## src/hdl/qsps_modred.sv

```systemverilog
`default_nettype none
// ----------------------------------------------------------------------------
// Quicksort pivot select modulo reducer
// Restoring remainder of a 16-bit value by a small size, one bit a cycle.
// ----------------------------------------------------------------------------
module qsps_modred #(
	parameter int unsigned IW = 6
) (
	input  wire logic          clk,
	input  wire logic          arst_n,
	input  wire logic          start,
	input  wire logic [15:0]   dividend,
	input  wire logic [IW:0]   divisor,
	output logic               done,
	output logic [IW:0]        remainder
);

	logic [15:0]  dvd_q;
	logic [IW:0]  dvs_q;
	logic [IW:0]  rem_q;
	logic [4:0]   cnt_q;
	logic         busy_q;
	logic [IW+1:0] trial;

	assign trial = {rem_q, dvd_q[15]} - {1'b0, dvs_q};

	always_ff @(posedge clk or negedge arst_n) begin
		if (!arst_n) begin
			busy_q <= 1'b0;
			cnt_q  <= '0;
			done   <= 1'b0;
		end else begin
			done <= 1'b0;
			if (start) begin
				busy_q <= 1'b1;
				cnt_q  <= 5'd16;
			end else if (busy_q) begin
				cnt_q <= cnt_q - 5'd1;
				if (cnt_q == 5'd1) begin
					busy_q <= 1'b0;
					done   <= 1'b1;
				end
			end
		end
	end

	always_ff @(posedge clk) begin
		if (start) begin
			dvd_q <= dividend;
			dvs_q <= divisor;
			rem_q <= '0;
		end else if (busy_q) begin
			dvd_q <= {dvd_q[14:0], 1'b0};
			if (!trial[IW+1])
				rem_q <= trial[IW:0];
			else
				rem_q <= {rem_q[IW-1:0], dvd_q[15]};
		end
	end

	assign remainder = rem_q;

endmodule
`default_nettype wire

```

## config.mk

```make
export PLATFORM = sky130hd
export DESIGN_NAME = qsps_modred
export DESIGN_NICKNAME = d
export VERILOG_FILES = /design/src/hdl/qsps_modred.sv
export SDC_FILE = /design/constraint.sdc
export NUM_CORES = 1
export LEC_CHECK = 0
export BUFFER_PORTS_ARGS = -buffer_cell sky130_fd_sc_hd__buf_2
export CORE_ASPECT_RATIO = 1.1
export CORE_UTILIZATION = 35
export CTS_BUF_LIST = sky130_fd_sc_hd__clkbuf_4 sky130_fd_sc_hd__clkbuf_8
export DETAILED_ROUTE_END_ITERATION = 16
export GPL_ROUTABILITY_DRIVEN = 0
export PLACE_DENSITY = 0.55
export SLEW_MARGIN = 15
export SYNTH_ARGS = -nofsm -noshare
export SYNTH_HDL_FRONTEND = slang
export SYNTH_SLANG_ARGS = --single-unit
```

## constraint.sdc

```tcl
create_clock -name clk -period 3.3 [get_ports clk]
set_clock_uncertainty 0.2 [all_clocks]
set_input_delay 0.33 -clock clk [delete_from_list [all_inputs] [get_ports clk]]
set_output_delay 0.33 -clock clk [all_outputs]
set_load 0.02 [all_outputs]
```

# == Yosys cells after proc, flatten, opt, wreduce, memory -nomap -nowiden ==
# Index checks and enable logic that the tools add are counted.
# word_totals
inputBits,26
ff_bits,37
# classes
reduce_logical,1
eq_ne,1
add_sub_neg,2
muxes,11
# op_table
cell,n
$mux W16,2
$mux W5,2
$sub A8 B7 Y8,1
$mux W7,1
$mux W1,6
$eq A5 B1 Y1 const B,1
$sub A5 B1 Y5 const B,1
$reduce_bool A2 Y1,1

# == Logic depth before layout (Yosys ltp) ==
# logic_depth
ltp_word,4
mapped_depth,8
ltp_nobuf,8

# == Worst setup path before layout ==
# OpenSTA, ideal clock, no wires.
# synth_path
kind,reg2reg
from,reg rem_q[5] (netlist: remainder[5])
to,reg rem_q[4] (netlist: remainder[4])
t_arrival_ns,2.072
setup_slack_ns,0.937
period_less_slack_ns,2.363
setup_ns,0.091
stages_incl_launch_ff,7
required_ns,3.009
cell_sequence,dfxtp_1 ha_1 a21o_1 o21ai_0 a31oi_1 or4_1 a311oi_1
# synth_via
elab_chain_cells,2
# synth_rtl
item,line,rtl
from (decl),20,logic [IW:0] rem_q;
from (signal assigned),55,rem_q <= trial[IW:0];
from (signal assigned),57,"rem_q <= {rem_q[IW-1:0], dvd_q[15]};"
$sub A8 B7 Y8,25,"assign trial = {rem_q, dvd_q[15]} - {1'b0, dvs_q};"
$mux W7,54,if (!trial[IW+1])
# Every way passes these cells.
# A chain may end at the register's enable or synchronous reset.

# == Worst setup path after layout ==
# layout_path
from,reg dvs_q[6]
to,reg rem_q[4] (netlist: remainder[4])
# layout_via
elab_chain_cells,2
# layout_rtl
item,line,rtl
from (decl),19,logic [IW:0] dvs_q;
from (signal assigned),50,dvs_q <= divisor;
$sub A8 B7 Y8,25,
$mux W7,54,
# Every way passes these cells.

==> flow_metrics.py <==
metrics = {
    "logic_synthesis": {
        "synth_nets": 199,
        "synth-edff-count": 23,
        "async_flop_share_pct": 18.9,
        "synth-seq-cells": 37,
        "synth-main-ff-cell": "edfxtp_1",
        "synth_area_um2": 1890,
        "synth_cells": 163,
        "synth_cell_types": 38,
        "seq_area_frac_synth_pct": 53.2,
        "ys_warn_count": 0,
        "avgSynthCellArea_um2": 11.6,
    },
    "cells_and_area": {
        "finalNetCount": 237,
        "layout-drive-gt1-share_pct": 30.7,
        "final_cell_mix": "33 x buf_2, 23 x edfxtp_1, 16 x nor2_1",
        "final_common_cell": "buf_2",
        "utilization_pct": 44.7,
        "diodes": 0,
        "syn2layout_area_growth_pct": 20.6,
    },
    "placed_design": {
        "post-dp-hpwl_um": 2580,
        "port_buffers": 33,
    },
    "critical_path": {
        "rrSetupSlack_ns": 0.84,
        "critPathMaxFanout": 8,
        "rr_startpoint": "dvs_q[6]",
        "critical_path_required_ns": 3.30,
        "endpoint_kind": "flip-flop",
        "worst_setup_path_start_kind": "flip-flop",
        "crit_type": "flip-flop to flip-flop",
        "r2r-end": "remainder[4]",
        "critPathArrivalTime_ns": 2.46,
        "ff2ff_path_depth": 6,
    },
    "worst_hold_path": {
        "hold_start": "divisor[5]",
        "hold_class": "input pin to flip-flop",
        "holdPathStages": 1,
        "hold-path-endpoint": "dvs_q[5]",
    },
    "cts": {
        "cts_buffer_depth": 2,
        "h-tree-depth": 2,
        "ctsResizeCount": 0,
        "cts_sinks": 37,
        "tritoncts": "built",
        "cts_root_buffer": "clkbuf_8",
        "worstSkewPairLatency_ns": 0.29,
        "clk_pin_slew_ns": 0.07,
        "cts_buffers": 5,
    },
    "grt": {
        "met2_usage_pct": 23.3,
        "grt_use_met3_pct": 4.95,
        "grtUsageTotal_pct": 13.9,
        "grt-ovfl-total": 0,
        "grt_max_degree": 26,
        "busiest_layer": "met2",
        "grt_pass1_wl_um": 6020,
        "grt_util_met1_pct": 15.8,
        "grt_pass1_vias": 1358,
        "antenna_found_initial": 0,
    },
    "floorplanning": {
        "core_area_um2": 5100,
        "fp.dieH_um": 79.1,
        "die_width_um": 72.1,
        "io_pins": 34,
        "row_count": 27,
        "initial_core_util_pct": 37.0,
        "die-area_um2": 5700,
    },
    "sta": {
        "tightest_slew_ns": 0.608,
        "rsz0062_at_grt": "false",
        "fin_tns_setup_ns": 0,
        "hold_viol_final": 0,
        "finalSetupViolCount": 0,
        "max_freq_ghz": 0.406,
        "period_share_pct": 74.6,
        "max_slew_margin_pct": 59.3,
        "slew_viol_final": 0,
        "min_period_ns": 2.46,
    },
    "routing": {
        "firstDrtPassIters": 4,
        "ant_nets": 0,
        "vias_per_cell": 4.95,
        "totalWireLength_um": 3510,
        "vias": 1356,
        "drc": 0,
        "wl_per_cell_um": 12.8,
        "first_iter_violations": 52,
    },
    "pwr": {
        "peakVddDrop_uv": 320,
        "p_leak_uw": 0.000962,
        "powerDensity_nw_per_um2": 707,
    },
    "status": {
        "run_status": "finished clean",
    },
    "job": {
        "drv_cap": 0,
    },
}
-- metal layers --
metal / vias up / routed length [um]
met4: 0 / 104
met1: 638 / 1500
met3: 10 / 152
met2: 31 / 1750
li1: 677 / -
met5: - / 0
-- worst max-delay path, cell delays in order, from the launching register on --
cell	delay, ns
edfxtp_1	0.34
inv_1	0.04
ha_1	0.36
a21oi_1	0.34
a31oi_1	0.27
or4_1	0.57
a311oi_1	0.25
-- registers in the layout, indices dropped and copies added, names as in the netlist --
signal / flops
remainder: 7
dvs_q: 7
cnt_q: 5
busy_q: 1
dvd_q: 16
done: 1
-- synthesized netlist by cell type, drive strengths merged, types with 3 or more instances --
cell type	count	share of area, %
nor3	5	1.3
nand2	3	0.60
xnor2	3	1.4
a311oi	5	2.3
nand3	3	0.79
clkbuf	5	0.99
a211oi	3	1.2
edfxtp	23	37
nand2b	4	1.3
dfxtp	7	7.4
ha	9	6.0
o21ai	7	1.9
nor2	16	3.2
dfrtp	7	9.3
mux2	15	8.9
a21oi	8	2.1
inv	13	2.6
-- worst max-delay path by stage --
stage,from,to,cells past startpoint
after floorplan,remainder[5],remainder[4],6
after global placement,dvs_q[0],remainder[4],7
after detailed placement,dvs_q[1],remainder[2],7
after CTS,dvs_q[6],remainder[4],6
after global routing,dvs_q[6],remainder[4],6
final,dvs_q[6],remainder[4],6
-- final cells by class --
type	instances	area, um^2
inverters	13	48.8
well taps	72	90.1
clock inverters	2	36.3
fillers	502	2820
repair buffers	37	203
multi-input cells	107	812
clock buffers	6	82.6
flip-flops and latches	37	1010
-- logic make-up (layout without fill, tap and decap cells) --
family / count (synthesis) / count (layout) / share of synthesized area, %
AOI/OAI and AO/OA: 36 / 36 / 13.7
adders and majority gates: 10 / 10 / 7.02
and+or+nand+nor: 41 / 41 / 11.0
buffers and inverters: 19 / 58 / 3.77
DFF: 37 / 37 / 53.2
xor gates and xnor gates: 5 / 5 / 2.32
muxes: 15 / 15 / 8.94
-- where the power goes --
group	internal [uW]	switching [uW]	total, uW
combinational	232	296	529
sequential	594	75.1	669
clock	246	167	413
total	1070	538	1610
-- timing repair --
action	4_1_cts	5_1_grt
hold buffers	1	2
endpoints found under the hold margin	7	2
setup buffers	0	0
-- through the flow --
stage / std cells / area [um^2] / hold slack (ns) / total power (uW) / worst slack (ns)
global route: 274 / 2280 / 0.00341 / 1720 / 0.652
detailed placement: 263 / 2130 / -0.0300 / 1200 / 0.877
finish: 274 / 2280 / 0.0148 / 1610 / 0.840
global placement: 263 / 2130 / -0.0346 / 1200 / 0.918
CTS: 272 / 2260 / 0.00436 / 1620 / 0.862
floorplan: 163 / 1890 / -0.166 / 1060 / 0.937
Note: power is estimated with default switching activity, not from simulation.
